<file path="config.mk">
export PLATFORM = sky130hd
export DESIGN_NAME = videotex_diacritic_decoder
export DESIGN_NICKNAME = d
export VERILOG_FILES = /design/src/design/vdd_pkg.sv /design/src/design/videotex_diacritic_decoder.sv
export SDC_FILE = /design/constraint.sdc
export NUM_CORES = 1
export LEC_CHECK = 0
export BUFFER_PORTS_ARGS = -buffer_cell sky130_fd_sc_hd__buf_2
export CAP_MARGIN = 20
export CORE_MARGIN = 2
export CORE_UTILIZATION = 60
export DETAILED_ROUTE_END_ITERATION = 16
export HOLD_SLACK_MARGIN = 0.12
export PLACE_DENSITY = 0.81
export SLEW_MARGIN = 10
export SYNTH_ARGS = -nofsm -noshare
export SYNTH_HDL_FRONTEND = slang
export SYNTH_SLANG_ARGS = --single-unit
</file>
<file path="constraint.sdc">
create_clock -name clk -period 10.9 [get_ports clk]
set_input_delay 2.18 -clock clk [delete_from_list [all_inputs] [get_ports clk]]
set_output_delay 2.18 -clock clk [all_outputs]
set_load 0.05 [all_outputs]
</file>
<file path="src/design/vdd_pkg.sv">
`timescale 1ns / 1ps

package vdd_pkg;

	localparam logic [7:0] ESC_BYTE = 8'h19;

	// diacritic marks
	localparam logic [7:0] MARK_GRAVE = 8'h41;
	localparam logic [7:0] MARK_ACUTE = 8'h42;
	localparam logic [7:0] MARK_CIRC  = 8'h43;
	localparam logic [7:0] MARK_DIAER = 8'h48;
	localparam logic [7:0] MARK_CEDIL = 8'h4B;

	// base letters
	localparam logic [7:0] LET_A = 8'h61;
	localparam logic [7:0] LET_C = 8'h63;
	localparam logic [7:0] LET_E = 8'h65;
	localparam logic [7:0] LET_I = 8'h69;
	localparam logic [7:0] LET_O = 8'h6F;
	localparam logic [7:0] LET_U = 8'h75;

	// held escape bytes
	localparam logic [1:0] HELD_NONE = 2'd0;
	localparam logic [1:0] HELD_ESC  = 2'd1;
	localparam logic [1:0] HELD_MARK = 2'd2;
	localparam logic [1:0] HELD_BAD  = 2'd3;

	localparam int RES_MAX   = 3;
	localparam int QDEPTH    = 4;
	localparam int RES_W     = $clog2(RES_MAX + 1);
	localparam int CNT_W     = $clog2(QDEPTH + 1);

	typedef struct packed {
		logic [7:0] out_byte;
		logic       run_last;
		logic       text_end;
	} res_t;

	// returns {hit, latin-1 code}
	function automatic logic [8:0] accent_lookup(input logic [7:0] mark,
		input logic [7:0] base);
		logic [8:0] r;
		r = 9'd0;
		case ({mark, base})
			{MARK_GRAVE, LET_A}: r = {1'b1, 8'hE0};
			{MARK_CIRC,  LET_A}: r = {1'b1, 8'hE2};
			{MARK_DIAER, LET_A}: r = {1'b1, 8'hE4};
			{MARK_GRAVE, LET_E}: r = {1'b1, 8'hE8};
			{MARK_ACUTE, LET_E}: r = {1'b1, 8'hE9};
			{MARK_CIRC,  LET_E}: r = {1'b1, 8'hEA};
			{MARK_DIAER, LET_E}: r = {1'b1, 8'hEB};
			{MARK_CIRC,  LET_I}: r = {1'b1, 8'hEE};
			{MARK_DIAER, LET_I}: r = {1'b1, 8'hEF};
			{MARK_CIRC,  LET_O}: r = {1'b1, 8'hF4};
			{MARK_DIAER, LET_O}: r = {1'b1, 8'hF6};
			{MARK_CIRC,  LET_U}: r = {1'b1, 8'hFB};
			{MARK_DIAER, LET_U}: r = {1'b1, 8'hFC};
			{MARK_CEDIL, LET_C}: r = {1'b1, 8'hE7};
			default:             r = 9'd0;
		endcase
		return r;
	endfunction

endpackage

</file>
<file path="src/design/videotex_diacritic_decoder.sv">
`timescale 1ns / 1ps

// path: a taken byte is held in the input stage, then decoded into the queue;
//   results leave the queue head one per cycle while the receiver is ready
// throughput: one byte per cycle while each byte yields one result and the
//   receiver is ready; set by the queue, which hands out one result per cycle
// reset: arst_n clears the held escape state, the input stage and the queue

module videotex_diacritic_decoder (
	input  logic       clk,
	input  logic       arst_n,
	input  logic       s_axis_tvalid,
	output logic       s_axis_tready,
	input  logic [7:0] s_axis_tdata,   // in_byte
	input  logic       s_axis_tlast,   // in_last
	output logic       m_axis_tvalid,
	input  logic       m_axis_tready,
	output logic [7:0] m_axis_tdata,   // out_byte
	output logic       m_axis_tuser,   // run_last
	output logic       m_axis_tlast    // text_end
);
	import vdd_pkg::*;

	// input stage
	logic       valid_s1;
	logic [7:0] byte_s1;
	logic       last_s1;

	// escape state
	logic [1:0] hc_q;
	logic [7:0] hl_q;

	// result queue, head at entry 0
	res_t             q_q [QDEPTH];
	logic [CNT_W-1:0] cnt_q;

	logic advance;
	logic pop;
	logic in_xfer;

	// per-byte results
	logic [1:0]       hc_d;
	logic [7:0]       hl_d;
	logic [RES_W-1:0] n_d;
	res_t             res [RES_MAX];

	// queue room for a worst-case byte, independent of the output side
	assign advance       = valid_s1 && (cnt_q <= CNT_W'(1));
	assign s_axis_tready = !valid_s1 || advance;
	assign in_xfer       = s_axis_tvalid && s_axis_tready;
	assign m_axis_tvalid = (cnt_q != '0);
	assign pop           = m_axis_tvalid && m_axis_tready;
	assign m_axis_tdata  = q_q[0].out_byte;
	assign m_axis_tuser  = q_q[0].run_last;
	assign m_axis_tlast  = q_q[0].text_end;

	always_ff @(posedge clk or negedge arst_n) begin
		if (!arst_n) begin
			valid_s1 <= 1'b0;
		end else if (s_axis_tready) begin
			valid_s1 <= s_axis_tvalid;
		end
	end

	always_ff @(posedge clk) begin
		if (in_xfer) begin
			byte_s1 <= s_axis_tdata;
			last_s1 <= s_axis_tlast;
		end
	end

	// decode one byte against the held escape
	always_comb begin
		logic [1:0]       hc;
		logic [7:0]       hl;
		logic [RES_W-1:0] n;
		logic [7:0]       rb [RES_MAX];
		logic [8:0]       look;
		hc   = (hc_q == HELD_BAD) ? HELD_NONE : hc_q;
		hl   = hl_q;
		n    = '0;
		look = accent_lookup(hl_q, byte_s1);
		for (int k = 0; k < RES_MAX; k++) begin
			rb[k] = 8'd0;
		end
		if (hc == HELD_MARK) begin
			if (look[8]) begin
				rb[0] = look[7:0];
				n     = RES_W'(1);
				hc    = HELD_NONE;
			end else begin
				// failed match: emit escape, replay the mark and the new byte
				rb[0] = ESC_BYTE;
				n     = RES_W'(1);
				hc    = HELD_NONE;
				if (hl == ESC_BYTE) begin
					hc = HELD_ESC;
				end else begin
					rb[n[1:0]] = hl;
					n          = n + RES_W'(1);
				end
				if (hc == HELD_NONE) begin
					if (byte_s1 == ESC_BYTE) begin
						hc = HELD_ESC;
					end else begin
						rb[n[1:0]] = byte_s1;
						n          = n + RES_W'(1);
					end
				end else begin
					hl = byte_s1;
					hc = HELD_MARK;
				end
			end
		end else if (hc == HELD_NONE) begin
			if (byte_s1 == ESC_BYTE) begin
				hc = HELD_ESC;
			end else begin
				rb[0] = byte_s1;
				n     = RES_W'(1);
			end
		end else begin
			hl = byte_s1;
			hc = HELD_MARK;
		end
		// end of text flushes whatever is held
		if (last_s1) begin
			if (hc != HELD_NONE) begin
				rb[n[1:0]] = ESC_BYTE;
				n          = n + RES_W'(1);
			end
			if (hc == HELD_MARK) begin
				rb[n[1:0]] = hl;
				n          = n + RES_W'(1);
			end
			hc = HELD_NONE;
			hl = 8'd0;
		end
		for (int k = 0; k < RES_MAX; k++) begin
			res[k].out_byte = rb[k];
			res[k].run_last = (RES_W'(k + 1) == n);
			res[k].text_end = last_s1 && (RES_W'(k + 1) == n);
		end
		hc_d = hc;
		hl_d = hl;
		n_d  = n;
	end

	always_ff @(posedge clk or negedge arst_n) begin
		if (!arst_n) begin
			hc_q <= HELD_NONE;
			hl_q <= 8'd0;
		end else if (advance) begin
			hc_q <= hc_d;
			hl_q <= hl_d;
		end
	end

	// queue: shift out at the head, append new results behind what stays
	logic [CNT_W-1:0] base;
	logic [CNT_W-1:0] push_n;
	res_t             q_d [QDEPTH];

	assign base   = cnt_q - CNT_W'(pop);
	assign push_n = advance ? CNT_W'(n_d) : '0;

	always_comb begin
		res_t             sh;
		logic [CNT_W-1:0] off;
		for (int i = 0; i < QDEPTH; i++) begin
			sh  = (pop && (i < QDEPTH - 1)) ? q_q[(i + 1) % QDEPTH] : q_q[i];
			off = CNT_W'(i) - base;
			if (CNT_W'(i) < base) begin
				q_d[i] = sh;
			end else if (off < push_n) begin
				q_d[i] = (off == CNT_W'(0)) ? res[0] :
					(off == CNT_W'(1)) ? res[1] : res[2];
			end else begin
				q_d[i] = sh;
			end
		end
	end

	always_ff @(posedge clk) begin
		for (int i = 0; i < QDEPTH; i++) begin
			q_q[i] <= q_d[i];
		end
	end

	always_ff @(posedge clk or negedge arst_n) begin
		if (!arst_n) begin
			cnt_q <= '0;
		end else begin
			cnt_q <= base + push_n;
		end
	end

	// checks
	a_cnt_bound: assert property (@(posedge clk) disable iff (!arst_n)
		cnt_q <= CNT_W'(QDEPTH))
		else $error("result queue overfilled");

	a_held_code: assert property (@(posedge clk) disable iff (!arst_n)
		hc_q != HELD_BAD)
		else $error("illegal held count");

	a_last_clears: assert property (@(posedge clk) disable iff (!arst_n)
		advance && last_s1 |=> hc_q == HELD_NONE && hl_q == 8'd0)
		else $error("held bytes survive end of text");

	a_end_is_run_end: assert property (@(posedge clk) disable iff (!arst_n)
		m_axis_tvalid && m_axis_tlast |-> m_axis_tuser)
		else $error("text end not on last result of its byte");

endmodule

</file>
==> results of run 1 <==
[through the flow]
step                hold WS, ns   util  worst slack (ns)  instances
floorplan                 0.464      -              5.75        621
global placement          0.476  0.636              5.27        714
detailed placement        0.480  0.636              5.15        714
CTS                       0.492  0.663              5.33        730
global route              0.521  0.663              4.92        730
finish                    0.494  0.663              5.22        730
[worst min-delay path: cells and delay by family (launching register included)]
family,cells,cell delay (ns)
AO/OA/AOI/OAI,1,0.08
flip-flops,1,0.32
AND/OR/NAND/NOR,1,0.05
[state kept, by name, indices dropped and copies added (netlist names)]
register  count
valid_s1      1
hc_q          2
hl_q          8
cnt_q         3
q_q          40
byte_s1       8
last_s1       1
[layout make-up]
cell class | instances | share of cell area
inverters | 24 | 0.0169
multi-input cells | 493 | 0.612
clock buffers | 11 | 0.0297
clock inverters | 5 | 0.0112
flip-flops and latches | 63 | 0.278
repair buffers | 29 | 0.0288
well taps | 105 | 0.0240
[final timing paths]
check	from	end	depth (start not counted)
setup / recovery	hl_q[1]	q_q[1][8]	17
hold / removal	q_q[0][7]	q_q[0][7]	2
setup reg to reg	hl_q[1]	q_q[1][8]	17
hold reg to reg	q_q[0][7]	q_q[0][7]	2
max in group asynchronous	arst_n	cnt_q[2]	1
min in group asynchronous	arst_n	hl_q[3]	1
[layout by cell type, fill, tap and decap left out, types with 5 or more instances in the layout]
cell type and n:
nand2_1 112, a21oi_1 32, o21ai_0 31, dfxtp_1 30
nor2_1 29, mux2i_1 24, ha_1 24, buf_2 24
a31oi_1 23, inv_1 22, edfxtp_1 19, nand3_1 17
a22oi_1 14, dfrtp_1 14, and2_1 11, nor3_1 11
clkbuf_8 10, o31ai_1 8, and3_1 8, a211oi_1 8
a32oi_1 7, o22ai_1 6, a32o_1 6, a21o_1 5
xnor2_1 5, buf_4 5
[kinds of logic (layout without fill, tap and decap cells)]
family | after synthesis | count (layout) | synth area share
AO/OA/AOI/OAI | 196 | 196 | 0.278
XOR/XNOR | 7 | 7 | 0.0146
adder cells (fa/ha/maj) | 25 | 25 | 0.0622
buffers and inverters | 65 | 69 | 0.0537
flip-flops | 63 | 63 | 0.296
multiplexers | 27 | 27 | 0.0540
AND/OR/NAND/NOR | 238 | 238 | 0.242
[power groups by stage]
stage	Sequential, uW	Combinational (uW)	Clock (uW)
finish	488	990	235
global route	498	1070	248
CTS	482	967	235
detailed placement	487	962	0
global placement	483	942	0
floorplan	469	725	0
[layer usage]
layer / up-vias / GRT usage / part of all wire
met3: 63 / 0.0650 / 0.099
met1: 2433 / 0.475 / 0.41
li1: 2348 / - / -
met2: 335 / 0.546 / 0.45
met5: - / 0 / 0
met4: 0 / 0.131 / 0.037
==> results.ini, run 1 <==
[placed_design]
io_buffer_count=24
place_congestion=0.980
place_area_um2=5250
dp_hpwl_mm=11.9

[timing]
rsz0062_at_grt=false
max_freq_mhz=176
worstMarginPinSlew_ns=1.06
finalHoldViolCount=0
timing.final.crit_share=0.521
drv_slew=0
fin_tns_setup_ns=0
finClkSkew_ns=0.00938
setup_viol=0
max-slew-margin-rel=0.294
min_period_ns=5.68

[clocking]
cts-buffers-inserted=9
cts_tree=done
post_cts_resized=0
cts_max_level=3
insertion_delay_ns=0.35
cts_hold_buf=0
clock-sinks=63
cts-root-buf=clkbuf_8
cts_buffer_depth=2
cts_setup_buffers=0
path_clk_slew_ns=0.08

[synthesis]
yosys_warnings=0
synth_cell_types=91
synth-edff-count=19
ys_async_sr_fraction=0.222
yosys_register_bits=63
syn_area_um2=5150
synth_ff_type=dfxtp_1
mappedNetlistNets=659
synth.area.top_cells=dfxtp_1 12%, edfxtp_1 11%, nand2_1 8.2%
synth_area_leader_cell=dfxtp_1
yosysSeqAreaShare=0.296
synth_cells=621
synth_top_area_share=0.117
post-synth-top-count-cell=nand2_1
synth_area_per_cell_um2=8.29
synthTopCellsByCount=112 x nand2_1, 32 x a21oi_1, 31 x o21ai_0, 30 x dfxtp_1, 29 x nor2_1

[die]
start_util=0.623
dieHeight_um=96.6
row_count=33
die_area_um2=9330
core-area_um2=8260
die_x_um=96.6
ios=25

[run_status]
status=finished, final reports clean

[worst_setup_path]
critPathBufInv=0
crit_chain=nor4bb_1, a22oi_2, o32a_2, nand4_4, ha_1, o21ai_0, ha_1, and3_1, a31o_2, nor2_2, nand3_1, ha_1, nand2b_1, nand4b_1, nor2_1, a41oi_1, o21ai_0
worst-path-max-fanout=19
path_common_cell=ha_1
endpoint_kind=register
cp.required_ns=11.17
worstSetupPathType=reg2reg
worst_path_max_delay_cell=dfrtp_1
critPathArrivalTime_ns=5.95
reg2reg_slack_ns=5.22
cp-start-kind=register
cp_top_family=simple AND/OR/NAND/NOR gates
critical_path.max_stage_delay_ns=0.74

[global_route]
grt_max_degree=29
grt_pass1_vias=4886
gr-total-overflow=0
antenna_found_initial=0
grt_pass1_wl_mm=26.2
track_usage=0.347

[hold_path]
hold_class=reg2reg

[drt]
routedWlPerCell_um=22.5
drt-vias-per-instance=7.09
first_pass_iters=7
vias=5179
ant_nets=0
route.detailed.drc=0
wl_mm=16.4
drt_iter0_markers=590

[power_and_ir_drop]
peakVddDrop_mv=0.293
p_clk_frac=0.137
swShare=0.517
power_density_nw_per_um2=313
sequentialPowerShare=0.285
p_total_uw=1710
p_switching_uw=885
internal-power_uw=828
leakage_uw=0.00216
comb_power_share=0.578

[layout]
drive_above_1_share=0.130
fillerInstances=737
regArea_um2=1520
final_cell_area_um2=5480
nets=658
multi_input_area_um2=3350
area_growth_pct=6.39
diodes=0

[run]
maxCapViolCount=0

Power figures use the tool's default switching activity.
==> inputs of run 2 (changes only) <==
--- a/config.mk
+++ b/config.mk
@@ -8,7 +8,7 @@
 export BUFFER_PORTS_ARGS = -buffer_cell sky130_fd_sc_hd__buf_2
 export CAP_MARGIN = 20
 export CORE_MARGIN = 2
-export CORE_UTILIZATION = 60
+export CORE_UTILIZATION = 57
 export DETAILED_ROUTE_END_ITERATION = 16
 export HOLD_SLACK_MARGIN = 0.12
 export PLACE_DENSITY = 0.81
==> constraint.sdc (replaced) <==
create_clock -name clk -period 4.6 [get_ports clk]
set_input_delay 0.92 -clock clk [delete_from_list [all_inputs] [get_ports clk]]
set_output_delay 0.92 -clock clk [all_outputs]
set_load 0.05 [all_outputs]
==> run 2 against run 1 <==
  * Clock skew up 0.0045 ns
  * Setup slack got worse by 4.9 ns
  * Non-clock buffer count up 50
  * Combinational power rose to 2.7 times the previous value
  * Fmax grew 31%
  * Critical path type unchanged
  * Largest cell class unchanged
  * Largest power group unchanged
  * Highest routed layer unchanged
==> results.ini, run 2 (same netlist as run 1, synthesis figures left out) <==
[drt]
vias=5386
ant_nets=0
routedWlPerCell_um=21.0
route.detailed.drc=0
wl_mm=16.5
drt_iter0_markers=603
drt-vias-per-instance=6.88
first_pass_iters=7

[clocking]
cts-root-buf=clkbuf_8
cts-buffers-inserted=9
cts_max_level=3
cts_hold_buf=0
insertion_delay_ns=0.37
path_clk_slew_ns=0.09
cts_buffer_depth=2
cts_tree=done
clock-sinks=63

[timing]
finClkSkew_ns=0.0139
setup_viol=0
finalHoldViolCount=0
fin_ws_ns=0.268
rsz0062_at_grt=false
max-slew-margin-rel=0.375
min_period_ns=4.33
timing.final.crit_share=0.942
max_freq_mhz=231
fin_tns_setup_ns=0
worstMarginPinSlew_ns=0.930
drv_slew=0

[global_route]
track_usage=0.342
met3_usage=0.0582
top_usage_layer=met2
use_met2=0.520
grt_max_degree=28
gr-total-overflow=0
antenna_found_initial=0
grt_pass1_vias=5072
grtUsageMet1=0.479
grt_pass1_wl_mm=26.7

[worst_setup_path]
critPathArrivalTime_ns=4.58
worstSetupPathType=reg2reg
reg2reg_slack_ns=0.27
worst-path-max-fanout=18
endpoint_kind=register
cp-start-kind=register
cp.required_ns=4.85

[placed_design]
dp_hpwl_mm=12.4
io_buffer_count=24
dpl_worst_slack_ns=0.142
place_congestion=1.07

[run]
maxCapViolCount=0

[layout]
top_register=q_q
fin_util=0.672
nets=708
layout_common_cells=112 x nand2_1, 55 x buf_4, 32 x a21oi_1, 30 x o21ai_0, 30 x dfxtp_1
largest_register_ffs=40
final_common_cell=nand2_1
area_growth_pct=13.8
top_regs=q_q x40, byte_s1 x8, hl_q x8
drive_above_1_share=0.200
diodes=0

[power_and_ir_drop]
peakVddDrop_mv=0.673
leakage_uw=0.00240
p_total_uw=4210
power_density_nw_per_um2=719

[die]
core-area_um2=8720
dieHeight_um=99.0
ios=25
die_x_um=99.0
row_count=34
die_area_um2=9800
start_util=0.590

[hold_path]
hold_class=in2async

[run_status]
status=finished, final reports clean

-- run 2: changes by cell type in the layout (fill, tap and decap cells not counted), sizes merged --
cell    before  now
buf         29   79
bufinv       1    0
inv         26   27
-- run 2: critical path, stage by stage, from the launching register on --
cell and delay, ns:
dfrtp_1 0.50, or3b_2 0.55, a211oi_4 0.37, a21boi_4 0.13, nand4_4 0.11, buf_4 0.24, inv_4 0.04, nand2_1 0.06
o21ai_1 0.07, ha_1 0.26, and3_1 0.17, a31o_2 0.26, nor2_4 0.11, nand3_1 0.12, ha_1 0.33, a211oi_2 0.21
nand2_1 0.07, buf_4 0.22, a311oi_1 0.27, a21oi_1 0.11
-- run 2: what timing repair did --
item	CTS	global route
setup endpoints to repair	0	18
setup buffers	0	4
gates resized for setup	0	5
-- run 2: worst paths after layout --
check | from | end | cells past startpoint
max | hl_q[0] | q_q[0][3] | 19
min | arst_n | hl_q[7] | 1
max reg2reg | hl_q[0] | q_q[0][3] | 19
min reg2reg | q_q[1][4] | q_q[0][4] | 2
max in group asynchronous | arst_n | hl_q[1] | 1
min in group clk | q_q[1][4] | q_q[0][4] | 2
-- run 2: routing by layer --
metal / vias up / wire [um]
li1: 2455 / -
met1: 2519 / 7030
met2: 333 / 7190
met3: 79 / 1510
met4: 0 / 732
met5: - / 0
-- run 2: final cells by class --
type                            count  area (um^2)
Clock buffer                       11          174
Clock inverter                      5         33.8
Fill cell                         745         2860
Inverter                           24         92.6
Multi-Input combinational cell    493         3370
Sequential cell                    63         1520
Tap cell                          108          135
Timing Repair Buffer               79          533
-- run 2: power breakdown --
group,switching (uW),internal (uW),total (uW)
Clock,264,264,527
Combinational,1700,939,2640
Sequential,185,854,1040
-- run 2: per-stage QoR --
stage | cell area (um^2) | hold slack, ns | instances
after CTS | 5810 | 0.461 | 779
after global placement | 5610 | 0.477 | 763
after global routing | 5860 | 0.496 | 783
final | 5860 | 0.439 | 783
after floorplan | 5150 | 0.464 | 621
after detailed placement | 5610 | 0.478 | 763
==> inputs of run 3 (changes only) <==
--- a/config.mk
+++ b/config.mk
@@ -6,9 +6,9 @@
 export NUM_CORES = 1
 export LEC_CHECK = 0
 export BUFFER_PORTS_ARGS = -buffer_cell sky130_fd_sc_hd__buf_2
-export CAP_MARGIN = 20
+export CAP_MARGIN = 25
 export CORE_MARGIN = 2
-export CORE_UTILIZATION = 57
+export CORE_UTILIZATION = 60
 export DETAILED_ROUTE_END_ITERATION = 16
 export HOLD_SLACK_MARGIN = 0.12
 export PLACE_DENSITY = 0.81
==> constraint.sdc (replaced) <==
create_clock -name clk -period 5.42 [get_ports clk]
set_input_delay 1.084 -clock clk [delete_from_list [all_inputs] [get_ports clk]]
set_output_delay 1.084 -clock clk [all_outputs]
set_load 0.05 [all_outputs]
==> run 3 against run 2 <==
  * Flip-flop and latch count unchanged
  * Design area decreased by 4.0%
  * Final cell count decreased by 4.9%
  * Largest power group unchanged
  * Highest routed layer unchanged
==> results.ini, run 3 (same netlist as run 1, synthesis figures left out) <==
[layout]
drive_above_1_share=0.159
layout.cells.non_filler=745
top_regs=q_q x40, byte_s1 x8, hl_q x8
largest_register_ffs=40
layout_common_cells=111 x nand2_1, 32 x a21oi_1, 31 x o21ai_0, 30 x dfxtp_1, 29 x nor2_1
fillerInstances=725
regArea_um2=1530
nets=673
multi_input_area_um2=3370
fin_util=0.681
final_common_cell=nand2_1
area_growth_pct=9.24
final_cell_area_um2=5620
diodes=0
top_register=q_q

[die]
row_count=33
dieHeight_um=96.6
die_area_um2=9330
ios=25
core-area_um2=8260
die_x_um=96.6
start_util=0.623

[clocking]
cts_buffer_depth=2
cts-root-buf=clkbuf_8
cts_max_level=3
clock-sinks=63
cts-buffers-inserted=9
insertion_delay_ns=0.37
path_clk_slew_ns=0.09
cts_hold_buf=0
cts_tree=done

[power_and_ir_drop]
power_density_nw_per_um2=632
peakVddDrop_mv=0.729
p_total_uw=3550
leakage_uw=0.00224

[hold_path]
hold_depth=2
hold_class=reg2reg
hp-start=q_q[1][9]
min_to=q_q[0][9]

[global_route]
gr-total-overflow=0
antenna_found_initial=0
grt_pass1_wl_mm=26.8
grt_pass1_vias=4955
track_usage=0.357
grt_max_degree=28

[placed_design]
dp_hpwl_mm=12.2
dp_cells=725
place_congestion=1.06
dpl_worst_slack_ns=0.243
io_buffer_count=24
place_area_um2=5330

[timing]
min_period_ns=5.18
finalHoldViolCount=0
rsz0062_at_grt=true
max_freq_mhz=193
finClkSkew_ns=0.0102
timing.final.crit_share=0.955
setup_viol=0
drv_slew=0
max-slew-margin-rel=0.367
fin_ws_ns=0.243
worstMarginPinSlew_ns=0.943

[worst_setup_path]
worstSetupPathType=reg2reg
critPathArrivalTime_ns=5.46
cp_top_family=simple AND/OR/NAND/NOR gates
cp-start-kind=register
crit_chain=nand4bb_1, a2bb2o_1, a21boi_4, nand4_4, ha_1, o21ai_0, ha_1, and3_1, a31o_2, nor2_2, nand3_1, ha_1, nand2b_1, nand4b_1, nor2_1, a41oi_1, o21ai_0
critPathBufInv=0
cp.required_ns=5.70
r2r-start=byte_s1[1]
path_common_cell=ha_1
rr_endpoint=q_q[1][8]
r2r_cells=17
worst-path-max-fanout=15
reg2reg_slack_ns=0.24
cp-startpoint=byte_s1[1]
critical_path.max_stage_delay_ns=0.69
endpoint_kind=register
worst_path_max_delay_cell=edfxtp_1

[drt]
wl_mm=16.7
routedWlPerCell_um=22.4
drt-vias-per-instance=7.08
first_pass_iters=9
ant_nets=0
vias=5275
drt_iter0_markers=655
route.detailed.drc=0

[run]
maxCapViolCount=0

[run_status]
status=finished, final reports clean

## run 3: metrics by stage
stage               setup TNS [ns]  hold WS (ns)
floorplan                        0         0.464
global placement                 0         0.479
detailed placement               0         0.486
CTS                              0         0.488
global route               -0.0145         0.518
finish                           0         0.499
## run 3: final cells by class
cell class,count,area share
multi-input cells,493,0.600
flip-flops and latches,63,0.272
well taps,105,0.0234
inverters,24,0.0165
repair buffers,44,0.0481
clock buffers,9,0.0220
clock inverters,7,0.0183
## run 3: worst max-delay path by stage
stage	cells after the start	endpoint
after floorplan	20	q_q[0][2]
after global placement	18	q_q[0][3]
after detailed placement	18	q_q[0][3]
after CTS	18	q_q[0][3]
after global routing	17	q_q[1][8]
final	17	q_q[1][8]
## run 3: per-layer routing
| layer | GRT usage | vias to the layer above | routed length, um |
|---|---|---|---|
| met4 | 0.134 | 0 | 622 |
| met1 | 0.513 | 2488 | 7020 |
| met5 | 0 | - | 0 |
| met3 | 0.0708 | 53 | 1720 |
| met2 | 0.532 | 349 | 7310 |
| li1 | - | 2385 | - |
## run 3: where the power goes
| part | internal (uW) | leakage, uW | total [uW] | switching (uW) |
|---|---|---|---|---|
| Clock | 265 | 0.000111 | 494 | 230 |
| Sequential | 726 | 0.000586 | 951 | 225 |
| Combinational | 732 | 0.00155 | 2110 | 1380 |
## run 3: tightest hold or removal path: cells and delay by family, from the launching register on
kind,cells,cell delay (ns)
DFF,1,0.32
AOI/OAI and AO/OA,1,0.08
and+or+nand+nor,1,0.05
## run 3: timing repair
| action | CTS | global route |
|---|---|---|
| setup buffers | 0 | 4 |
| gates resized for setup | 0 | 8 |
| setup endpoints to repair | 0 | 17 |
